File: config.mk
export PLATFORM = sky130hd
export DESIGN_NAME = mrfc_state
export DESIGN_NICKNAME = d
export VERILOG_FILES = /design/src/rtl/mrfc_pkg.sv /design/src/rtl/mrfc_state.sv
export SDC_FILE = /design/constraint.sdc
export NUM_CORES = 1
export LEC_CHECK = 0
export ABC_AREA = 1
export BUFFER_PORTS_ARGS = -buffer_cell sky130_fd_sc_hd__buf_4
export CAP_MARGIN = 20
export CORE_MARGIN = 2
export CORE_UTILIZATION = 45
export CTS_CLUSTER_SIZE = 14
export DETAILED_ROUTE_END_ITERATION = 8
export MAX_ROUTING_LAYER = met4
export PLACE_DENSITY = 0.77
export SLEW_MARGIN = 10
export SYNTH_ARGS = -nofsm -noshare
export SYNTH_HDL_FRONTEND = slang
export SYNTH_SLANG_ARGS = --single-unit
File: constraint.sdc
create_clock -name clk -period 3.05 [get_ports clk]
set_input_delay 0.61 -clock clk [delete_from_list [all_inputs] [get_ports clk]]
set_output_delay 0.61 -clock clk [all_outputs]
set_load 0.1 [all_outputs]
File: src/rtl/mrfc_pkg.sv
`timescale 1ns / 1ps
// ----------------------------------------------------------------------------
// Motor reply frame checker package
// Shared item types, check results and protocol constants.
// ----------------------------------------------------------------------------
package mrfc_pkg;

    localparam int BURST_BYTES_DEF = 64;

    localparam logic [15:0] TIMEOUT_RESET   = 16'd1000;
    localparam logic [7:0]  HEADER_BYTE     = 8'hC5;
    localparam logic [7:0]  TRAILER_BYTE    = 8'h5C;
    localparam logic [7:0]  FUNC_POSITION   = 8'h30;
    localparam logic [7:0]  ARRIVED_CODE    = 8'h01;
    localparam logic [3:0]  MIN_FRAME_LEN   = 4'd6;
    localparam logic [3:0]  ARRIVED_MIN_LEN = 4'd7;
    localparam logic [3:0]  MAX_FRAME_LEN   = 4'd8;
    localparam logic [3:0]  LEN_SIX         = 4'd6;
    localparam logic [3:0]  LEN_SEVEN       = 4'd7;

    localparam logic ITEM_FRAME = 1'b0;
    localparam logic ITEM_TICK  = 1'b1;

    typedef struct packed {
        logic       func;
        logic [3:0] length_code;
        logic [7:0] byte0;
        logic [7:0] byte1;
        logic [7:0] byte2;
        logic [7:0] byte3;
        logic [7:0] byte4;
        logic [7:0] byte5;
        logic [7:0] byte6;
        logic [7:0] byte7;
    } in_item_t;

    typedef struct packed {
        logic       arrived;
        logic [7:0] error_byte;
        logic       frame_accepted;
        logic       burst_done;
        logic [6:0] buffered_bytes;
        logic       overflow;
    } out_item_t;

    typedef struct packed {
        logic       accepted;
        logic [7:0] error;
        logic       arrived_update;
        logic       arrived_value;
    } chk_t;

endpackage

File: src/rtl/mrfc_state.sv
`timescale 1ns / 1ps
// ----------------------------------------------------------------------------
// Motor reply frame checker state
// Status flags, burst byte count and idle timer, updated once per item.
// ----------------------------------------------------------------------------
module mrfc_state #(
    parameter int BURST_BYTES = mrfc_pkg::BURST_BYTES_DEF
) (
    input  logic                clk,
    input  logic                rst_n,
    input  logic                step,
    input  mrfc_pkg::in_item_t  item,
    input  mrfc_pkg::chk_t      chk,
    input  logic [15:0]         timeout,
    output mrfc_pkg::out_item_t result
);
    import mrfc_pkg::*;

    localparam int CNT_W = $clog2(BURST_BYTES + 1);

    logic             arrived_reg, arrived_next;
    logic [7:0]       error_reg, error_next;
    logic [CNT_W-1:0] count_reg, count_next;
    logic             timer_reg, timer_next;
    logic [15:0]      idle_reg, idle_next;
    logic             done_reg, done_next;
    logic             accepted;
    logic             ovf;
    logic [15:0]      limit;
    logic [16:0]      idle_inc;
    logic [CNT_W:0]   cnt_sum;
    logic [CNT_W+6:0] cnt_wide;

    always_comb
    begin
        arrived_next = arrived_reg;
        error_next   = error_reg;
        count_next   = count_reg;
        timer_next   = timer_reg;
        idle_next    = idle_reg;
        done_next    = done_reg;
        accepted     = 1'b0;
        ovf          = 1'b0;
        limit        = (timeout == 16'd0) ? 16'd1 : timeout;
        idle_inc     = {1'b0, idle_reg} + 17'd1;
        cnt_sum      = (CNT_W+1)'(count_reg) + (CNT_W+1)'(item.length_code);

        if (item.func == ITEM_FRAME)
        begin
            if (item.length_code inside {[4'd1:MAX_FRAME_LEN]})
            begin
                accepted = chk.accepted;
                if (chk.accepted)
                begin
                    error_next = chk.error;
                    if (chk.arrived_update)
                    begin
                        arrived_next = chk.arrived_value;
                    end
                end
                if (count_reg == '0)
                begin
                    timer_next = 1'b1;
                end
                if (cnt_sum <= (CNT_W+1)'(BURST_BYTES))
                begin
                    count_next = cnt_sum[CNT_W-1:0];
                    idle_next  = 16'd0;
                end
                else
                begin
                    count_next = '0;
                    ovf        = 1'b1;
                end
            end
        end
        else if (timer_reg)
        begin
            if (idle_inc >= {1'b0, limit})
            begin
                idle_next = 16'd0;
                if (count_reg != '0)
                begin
                    done_next  = 1'b1;
                    timer_next = 1'b0;
                    count_next = '0;
                end
            end
            else
            begin
                idle_next = idle_inc[15:0];
            end
        end

        cnt_wide = {7'd0, count_next};

        result.arrived        = arrived_next;
        result.error_byte     = error_next;
        result.frame_accepted = accepted;
        result.burst_done     = done_next;
        result.buffered_bytes = cnt_wide[6:0];
        result.overflow       = ovf;
    end

    always_ff @(posedge clk or negedge rst_n)
    begin
        if (!rst_n)
        begin
            arrived_reg <= 1'b0;
            error_reg   <= 8'd0;
            count_reg   <= '0;
            timer_reg   <= 1'b0;
            idle_reg    <= 16'd0;
            done_reg    <= 1'b0;
        end
        else if (step)
        begin
            arrived_reg <= arrived_next;
            error_reg   <= error_next;
            count_reg   <= count_next;
            timer_reg   <= timer_next;
            idle_reg    <= idle_next;
            done_reg    <= done_next;
        end
    end

    // The burst count never passes its bound.
    a_count_bound: assert property (@(posedge clk) disable iff (!rst_n)
        count_reg <= CNT_W'(BURST_BYTES))
        else $error("burst count above bound");

    // A non-empty burst always has its idle timer running.
    a_count_timer: assert property (@(posedge clk) disable iff (!rst_n)
        (count_reg != '0) |-> timer_reg)
        else $error("bytes gathered with idle timer stopped");

    // The done flag is sticky.
    a_done_sticky: assert property (@(posedge clk) disable iff (!rst_n)
        done_reg |=> done_reg)
        else $error("done flag cleared");

    // An overflow leaves the burst empty.
    a_ovf_clear: assert property (@(posedge clk) disable iff (!rst_n)
        (step && ovf) |=> (count_reg == '0))
        else $error("count not cleared after overflow");

endmodule
==> flow_summary.ini, run 1 <==
[die]
die_area_um2 = 7620
die_width_um = 87.3
core_area_um2 = 6760
start_util = 0.462
core.rowCount = 30
die_y_um = 87.3
ioPinCount = 118

[cts]
cts_buffers = 5
clockRootBuffer = clkbuf_8
cts_buffer_depth = 2
cts_sinks = 34
cts_tree = done
holdBufCountCts = 0
clock_latency_ns = 0.28
htreeDepth = 2
path_clk_slew_ns = 0.07

[final_layout]
fin_nets = 689
areaGrowthSynthToFinish_pct = 54.5
final_cells = 648
seq_area_um2 = 851
fillers = 493
final_cell_area_um2 = 4820
diodes = 0
largest_register_ffs = 16
drive_above_1_share = 0.428
multiInputGateArea_um2 = 2390

[timing]
post-route-min-period_ns = 3.80
finalSetupViolCount = 24
slew_violations = 0
fmax_ghz = 0.263
hold_viol_final = 0
rsz0062_at_grt = true
worstMarginPinSlew_ns = 0.469
fin_ws_ns = -0.746
skew_ns = 0.00701
tns_ns = -8.47
fin_crit_sh = 1.24
slew_headroom = 0.684

[setup_path]
slowest_stage = dfrtp_1
cpPeakStageDelay_ns = 0.42
rr_worst_depth = 21
worst_path_dominant_cell_family = simple AND/OR/NAND/NOR gates
rr_endpoint = idle_reg[9]
crit_fanout = 7
cp-start-kind = flop
worst-r2r-setup-slack_ns = -0.20
arrival_ns = 3.19
critPathKind = flop to output port
critPathCaptureType = output port
critical_path_required_ns = 2.44
cp_cell_sequence = buf_4 -> nand3_4 -> nor2_4 -> nand2_4 -> nor2_4 -> nand3_2 -> xor2_1 -> inv_1 -> ha_4 -> a21oi_2 -> nor3_2 -> nor3_2 -> nand2_1 -> nand2_2 -> nand3_4 -> nand2_8 -> nand2_4 -> nand2_8 -> buf_12
r2r_start = idle_reg[3]
critPathBufInv = 3

[yosys]
synth-edff-count = 0
ys.flop_type = dfrtp_1
synth_nets = 580
syn_inst = 459
ys_types = 42
synth_area_leaders = dfrtp_1, nand2_1, inv_1, ha_1, o21ai_2
synth.avg_cell_area_um2 = 6.80
yosysSeqAreaShare = 0.273
yosys_warnings = 0
synth_top_area_cell = dfrtp_1
synth_top_area_frac = 0.273
yosysMostFrequentCell = nand2_1
netlist_top_cells_count = nand2_1, inv_1, dfrtp_1
syn_area_um2 = 3120
async_reset_ff_frac = 1.00
synth_seq_cells = 34

[grt]
grt_usage = 0.220
antenna_found_initial = 0
busiest_layer = met2
grt.met3_usage = 0.0227
grt-ovfl-total = 0
met1_usage = 0.242
grt_first_pass_wirelength_um = 13200
grt_max_degree = 35
grt_pass1_vias = 3085
use_met2 = 0.425

[pwr]
p_int_mw = 1.28
ir_drop_uv = 354
switching_share = 0.463
combPwrFrac = 0.571
pwr-share-clk = 0.177
p_seq_frac = 0.252
total_leakage_power_nw = 2.60
p_per_area_nw_per_um2 = 494
p_switching_mw = 1.10
power_mw = 2.38

[job]
drv_cap = 0

[placement]
dp.cells = 627
dpl_cell_area_um2 = 4140
io_buffers = 53
hpwlAfterDp_um = 5750
gp_congestion = 0.867

[route]
firstDrtPassIters = 4
wl_um = 8710
drt_first_iter_violations = 141
drc = 0
dr_total_vias = 3258
ant_nets = 0
drt-vias-per-instance = 5.03
wl_per_cell_um = 13.4

[status]
violations = negative setup slack
status = finished with violations

[hold_path]
min-delay-path-class = input pin to asynchronous set/reset pin
[layout make-up]
cell class	instances	share of cell area
Clock buffer	6	0.0171
Clock inverter	1	0.00622
Inverter	83	0.0646
Multi-Input combinational cell	326	0.495
Sequential cell	34	0.176
Tap cell	80	0.0207
Timing Repair Buffer	118	0.220
[cells in the final DEF, fill, tap and decap left out, drive strengths merged]
cell type and count:
and2 1, clkbuf 7, fa 1, bufinv 1, nand3 26, o41ai 1
dfrtp 34, a31oi 3, nand3b 4, nor4 3, ha 21, nand4 4
clkinv 1, nor3 5, nand2 173, o21bai 1, a21oi 7, nor2 24
nor3b 1, and3 1, xor2 9, o21ai 35, a21o 1, xnor2 5
inv 82, buf 117
[routing by layer]
metal / up-vias / routed length [um]
li1: 1632 / -
met1: 1548 / 3360
met2: 64 / 4910
met3: 14 / 248
met4: 0 / 192
met5: - / 0
[per-stage QoR]
step / worst slack [ns] / utilization / hold WS, ns
after CTS: -0.528 / 0.674 / 0.286
after detailed placement: -0.443 / 0.613 / 0.467
after floorplan: -0.0630 / - / 0.314
final: -0.746 / 0.714 / 0.270
after global routing: -0.877 / 0.714 / 0.293
after global placement: -0.363 / 0.613 / 0.447
[logic make-up after synthesis]
family	Yosys count	share of synthesized area
xor gates and xnor gates	14	0.0417
buffers and inverters	99	0.137
AOI/OAI and AO/OA	48	0.101
adders and majority gates	22	0.0906
DFF	34	0.273
and+or+nand+nor	242	0.357
[power groups by stage]
| stage | Combinational (mW) | Sequential, mW | Clock (mW) |
|---|---|---|---|
| global route | 1.46 | 0.610 | 0.449 |
| floorplan | 0.938 | 0.566 | 0 |
| finish | 1.36 | 0.600 | 0.423 |
| detailed placement | 1.16 | 0.596 | 0 |
| CTS | 1.29 | 0.586 | 0.427 |
| global placement | 1.13 | 0.593 | 0 |
[how the worst max path moves through the flow]
stage,start,to,depth (start not counted)
2_1_floorplan,idle_reg[0],result[1],18
3_5_place_dp,idle_reg[0],result[8],21
3_3_place_gp,idle_reg[0],result[4],17
5_1_grt,idle_reg[3],result[7],19
6_report,idle_reg[3],result[7],19
4_1_cts,idle_reg[0],result[3],17
[worst reg2reg max path: stages (launching register included)]
cell and delay (ns):
dfrtp_1 0.42, buf_4 0.15, nand3_4 0.09, nor2_4 0.16, nand2_4 0.09, nor2_4 0.14
nand3_2 0.10, xor2_1 0.20, inv_1 0.13, ha_4 0.24, a21oi_2 0.18, nor3_2 0.07
nor3_2 0.15, nand2_1 0.08, nand2_2 0.08, nand3_4 0.11, buf_6 0.15, buf_6 0.11
nor2_4 0.17, clkbuf_16 0.19, nand2_1 0.07, o21ai_2 0.11
[timing repair]
action                     CTS  global route
hold endpoints to repair     0             0
gates resized for setup     50            50
setup endpoints to repair    9            28
pin swaps                   30            25
buffers inserted            10             4
cloned                       0             1
(Power assumes the default switching activity.)
==> run 2: changes to the inputs <==
==> constraint.sdc (replaced) <==
create_clock -name clk -period 3.05 [get_ports clk]
set_input_delay 0.305 -clock clk [delete_from_list [all_inputs] [get_ports clk]]
set_output_delay 0.305 -clock clk [all_outputs]
set_load 0.1 [all_outputs]
==> run 2 against run 1 <==
Compared with the run above: the flow still finishes with violations (negative setup slack); setup slack improved by 0.39 ns; count of clock-buffer cells in the layout rose by 1; power fell by 9.5%; via count fell by 2.1%; critical path type unchanged; critical endpoint is now result[1]; largest cell class unchanged; highest routed layer unchanged.
==> flow_summary.ini, run 2 (synthesis gave the netlist of run 1 again) <==
[die]
die_area_um2 = 7620
die_width_um = 87.3
die_y_um = 87.3
core.rowCount = 30
core_area_um2 = 6760
ioPinCount = 118
start_util = 0.462

[cts]
htreeDepth = 2
cts_tree = done
cts_sinks = 34
cts_buffers = 5
path_clk_slew_ns = 0.07
clock_latency_ns = 0.28
clockRootBuffer = clkbuf_8
cts_buffer_depth = 2

[setup_path]
cp_cell_sequence = ha_2 -> nand3_4 -> nor2_4 -> buf_4 -> inv_4 -> nor2_1 -> o21ai_0 -> inv_1 -> ha_4 -> nand2_2 -> nor2_4 -> nand3b_1 -> nand3_1 -> nand2_1 -> nand2_1 -> nand2_1 -> nand3_2 -> nand2_4 -> nand2_2 -> nand2_2 -> buf_12
crit_fanout = 7
cpPeakStageDelay_ns = 0.41
slowest_stage = dfrtp_1
critPathKind = flop to output port
critical_path_required_ns = 2.74
cp-start-kind = flop
arrival_ns = 3.10
critPathCaptureType = output port

[final_layout]
final_cell_area_um2 = 4290
fillers = 521
final_cell_mix = nand2_1, buf_4, inv_1
drive_above_1_share = 0.350
diodes = 0
fin_nets = 668
areaGrowthSynthToFinish_pct = 37.6
final_common_cell = nand2_1
largest_register_ffs = 16

[route]
drt-vias-per-instance = 5.08
firstDrtPassIters = 4
drc = 0
drt_first_iter_violations = 150
ant_nets = 0
wl_per_cell_um = 12.8
wl_um = 8030
dr_total_vias = 3190

[timing]
finalSetupViolCount = 26
fmax_ghz = 0.294
rsz0062_at_grt = true
fin_crit_sh = 1.12
slew_headroom = 0.698
fin_ws_ns = -0.352
tns_ns = -4.52
hold_viol_final = 0
skew_ns = 0.00891
post-route-min-period_ns = 3.40
worstMarginPinSlew_ns = 0.453
slew_violations = 0

[grt]
grt_usage = 0.211
grt_max_degree = 35
grt_first_pass_wirelength_um = 12700
grt_pass1_vias = 2891
antenna_found_initial = 0
grt-ovfl-total = 0

[pwr]
total_leakage_power_nw = 2.36
combPwrFrac = 0.565
p_seq_frac = 0.275
p_per_area_nw_per_um2 = 502
power_mw = 2.16
p_switching_mw = 1.04
p_int_mw = 1.12
switching_share = 0.482
pwr-share-clk = 0.161
ir_drop_uv = 431

[status]
status = finished with violations
violations = negative setup slack

[placement]
gp_congestion = 0.910
dpl_cell_area_um2 = 3710
hpwlAfterDp_um = 5390
io_buffers = 53

[hold_path]
min-delay-path-class = input pin to flop

[job]
drv_cap = 0
## run 2: cell count changes in the layout (fill, tap and decap cells not counted), moves of 3 or more
cell     delta
inv_2       -4
inv_1       +3
buf_6       -3
o21ai_1     -8
nand2_1    +14
o21ai_0     +9
nand2_8     -9
buf_4      -16
nor2_1      +3
nand2_4     -6
## run 2: power by group through the flow
stage	clock [mW]	sequential [mW]	combinational, mW
floorplan	0	0.559	0.863
global placement	0	0.588	1.04
detailed placement	0	0.591	1.06
CTS	0.353	0.585	1.17
global route	0.380	0.601	1.31
finish	0.346	0.593	1.22
## run 2: layout make-up
| cell class | instances | area (um^2) | share of cell area |
|---|---|---|---|
| Multi-Input combinational cell | 326 | 2080 | 0.485 |
| Timing Repair Buffer | 97 | 855 | 0.199 |
| Sequential cell | 34 | 852 | 0.198 |
| Inverter | 83 | 314 | 0.0731 |
| Tap cell | 80 | 100 | 0.0233 |
| Clock buffer | 7 | 86.3 | 0.0201 |
| Clock inverter | 1 | 5.00 | 0.00117 |
## run 2: through the flow
stage	util	setup WS (ns)	cells	hold slack, ns
2_1_floorplan	-	-0.218	459	0.00941
3_3_place_gp	0.550	-0.102	600	0.283
3_5_place_dp	0.550	-0.103	600	0.284
4_1_cts	0.604	-0.254	620	0.327
5_1_grt	0.636	-0.505	628	0.331
6_report	0.636	-0.352	628	0.335
## run 2: path summary, 6_finish.rpt
| path | startpoint | to | slack (ns) | cells past startpoint |
|---|---|---|---|---|
| min reg2reg | done_reg | done_reg | 0.49 | 2 |
| max in group asynchronous | rst_n | count_reg[0] | 2.20 | 2 |
| min in group asynchronous | rst_n | idle_reg[15] | 0.50 | 2 |
| max reg2reg | idle_reg[0] | idle_reg[10] | -0.13 | 23 |
| max | idle_reg[0] | result[1] | -0.35 | 21 |
| min | chk[1] | arrived_reg | 0.34 | 4 |
## run 2: critical path, delay by kind of cell, from the launching register on
kind,cells,cell delay [ns]
AOI/OAI and AO/OA,1,0.20
adders and majority gates,2,0.52
buffers and inverters,4,0.50
DFF,1,0.41
and+or+nand+nor,14,1.17
## run 2: what timing repair did
action / in CTS / in global routing
endpoints found under the hold margin: 34 / 0
resized for setup: 44 / 31
buffers inserted: 11 / 8
setup endpoints to repair: 8 / 27
pin swaps: 14 / 25
hold buffers: 1 / 0
## run 2: per-layer routing
metal	global-route usage	vias up	part of all wire
met5	-	-	0
met4	0.0825	0	0.026
met3	0.0389	24	0.035
met2	0.348	83	0.52
met1	0.255	1487	0.42
li1	-	1596	-
==> run 3: changes to the inputs <==
--- a/config.mk
+++ b/config.mk
@@ -9,11 +9,13 @@
 export BUFFER_PORTS_ARGS = -buffer_cell sky130_fd_sc_hd__buf_4
 export CAP_MARGIN = 20
 export CORE_MARGIN = 2
-export CORE_UTILIZATION = 45
+export CORE_UTILIZATION = 46
+export CTS_BUF_LIST = sky130_fd_sc_hd__clkbuf_4
 export CTS_CLUSTER_SIZE = 14
 export DETAILED_ROUTE_END_ITERATION = 8
+export GPL_TIMING_DRIVEN = 0
 export MAX_ROUTING_LAYER = met4
-export PLACE_DENSITY = 0.77
+export PLACE_DENSITY = 0.79
 export SLEW_MARGIN = 10
 export SYNTH_ARGS = -nofsm -noshare
 export SYNTH_HDL_FRONTEND = slang
==> run 3 against run 2 <==
Compared with the run above: the flow still finishes with violations (negative setup slack); combinational power increased by 6%; routed wire length increased by 5.1%; largest cell class unchanged; utilization grew 1.0 points; critical path type unchanged; register-to-register slack better by 0.02 ns; global-route usage rose by 0.64 points; clock skew is 0.017 ns higher; sequential share of layout area down 0.086 points; setup slack worse by 0.14 ns.
==> flow_summary.ini, run 3 (synthesis gave the netlist of run 1 again) <==
[setup_path]
worst-r2r-setup-slack_ns = -0.11
arrival_ns = 3.24
critPathKind = flop to output port
critPathCaptureType = output port
crit_fanout = 7
critical_path_required_ns = 2.74
slowest_stage = dfrtp_1
cpPeakStageDelay_ns = 0.40
cp_cell_sequence = ha_2 -> nand3_4 -> nor2_4 -> nand2_4 -> buf_4 -> xnor2_2 -> ha_1 -> nand2_1 -> nor2_4 -> nand3b_1 -> nand3_1 -> nand2_1 -> nand2_1 -> nand2_2 -> nand3_4 -> nand2_8 -> nand2_2 -> nand2_2 -> buf_12
cp-start-kind = flop

[status]
violations = negative setup slack
status = finished with violations

[pwr]
ir_drop_uv = 370
total_leakage_power_nw = 2.37
p_per_area_nw_per_um2 = 486
power_mw = 2.09

[grt]
grt_first_pass_wirelength_um = 12900
antenna_found_initial = 0
grt-ovfl-total = 0
grt_max_degree = 35
grt_pass1_vias = 3027
grt_usage = 0.217

[die]
die_y_um = 86.4
core_area_um2 = 6680
die_width_um = 86.4
start_util = 0.467
die_area_um2 = 7460
core.rowCount = 30
ioPinCount = 118

[final_layout]
final_cells = 629
largest_register_ffs = 16
fin_nets = 670
areaGrowthSynthToFinish_pct = 38.2
drive_above_1_share = 0.355
final_common_cell = nand2_1
fillers = 518
final_cell_mix = nand2_1, buf_4, inv_1
fin_util = 0.646
diodes = 0

[route]
drt-vias-per-instance = 5.09
wl_um = 8440
drc = 0
dr_total_vias = 3202
firstDrtPassIters = 4
wl_per_cell_um = 13.4
drt_first_iter_violations = 231
ant_nets = 0

[timing]
tns_ns = -5.04
fin_ws_ns = -0.494
fmax_ghz = 0.282
finalSetupViolCount = 25
slew_headroom = 0.675
hold_viol_final = 0
worstMarginPinSlew_ns = 0.488
fin_crit_sh = 1.16
post-route-min-period_ns = 3.54
rsz0062_at_grt = true
slew_violations = 0
skew_ns = 0.0259

[cts]
cts_buffers = 5
clockRootBuffer = clkbuf_4
cts_buffer_depth = 2
cts_sinks = 34
htreeDepth = 2
clock_latency_ns = 0.33
path_clk_slew_ns = 0.11
cts_tree = done

[job]
drv_cap = 0

[hold_path]
min-delay-path-class = input pin to flop

[placement]
io_buffers = 51
dp.cells = 590
hpwlAfterDp_um = 5400
gp_congestion = 0.868
[run 3: changes by cell type in the layout (fill, tap and decap cells not counted), sizes merged]
cell and delta:
clkbuf -1, buf +1, clkinv +1
[run 3: final cells by class]
type / instances / area, um^2 / share of cell area
Tap cell: 80 / 100 / 0.0232
Buffer: 15 / 115 / 0.0267
Inverter: 83 / 314 / 0.0728
Clock buffer: 5 / 37.5 / 0.00870
Clock inverter: 2 / 10.0 / 0.00232
Sequential cell: 34 / 852 / 0.198
Multi-Input combinational cell: 326 / 2140 / 0.495
Timing Repair Buffer: 84 / 748 / 0.173
[run 3: routing by layer]
layer,part of all wire,global-route usage
met1,0.42,0.263
met4,0.031,0.0682
met2,0.51,0.377
met5,0,-
met3,0.036,0.0276
[run 3: path summary, 6_finish.rpt]
kind                             startpoint           end  depth (start not counted)
min in group asynchronous             rst_n  count_reg[5]                          2
worst max register to register  idle_reg[0]   idle_reg[2]                         20
worst min register to register     done_reg      done_reg                          2
max in group asynchronous             rst_n   idle_reg[5]                          2
worst min-delay path                 chk[1]   arrived_reg                          4
worst max-delay path            idle_reg[0]     result[6]                         19
[run 3: metrics by stage]
| stage | setup WS (ns) | cell area (um^2) | hold WS [ns] |
|---|---|---|---|
| final | -0.494 | 4310 | 0.282 |
| after global placement | -0.258 | 3620 | 0.281 |
| after detailed placement | -0.322 | 3620 | 0.284 |
| after CTS | -0.305 | 4120 | 0.257 |
| after floorplan | -0.218 | 3140 | 0.00941 |
| after global routing | -0.698 | 4310 | 0.297 |
[run 3: power breakdown]
part / switching (mW) / total [mW] / internal, mW
Clock: 0.154 / 0.237 / 0.0830
Combinational: 0.847 / 1.29 / 0.442
Sequential: 0.0550 / 0.568 / 0.513
Total: 1.06 / 2.09 / 1.04
[run 3: timing repair]
item,CTS,global route
hold buffers,1,0
gates resized for setup,65,28
setup buffers,23,9
pin swaps,33,21
hold endpoints to repair,34,0
gates cloned,0,1
endpoints found under the setup margin,19,26
[run 3: worst max-delay path: cells and delay by family (launching register included)]
kind	cells	cell delay (ns)
fa+ha+maj	2	0.54
buf+inv	2	0.33
simple gates	14	1.49
xor+xnor	1	0.14
flops	1	0.40
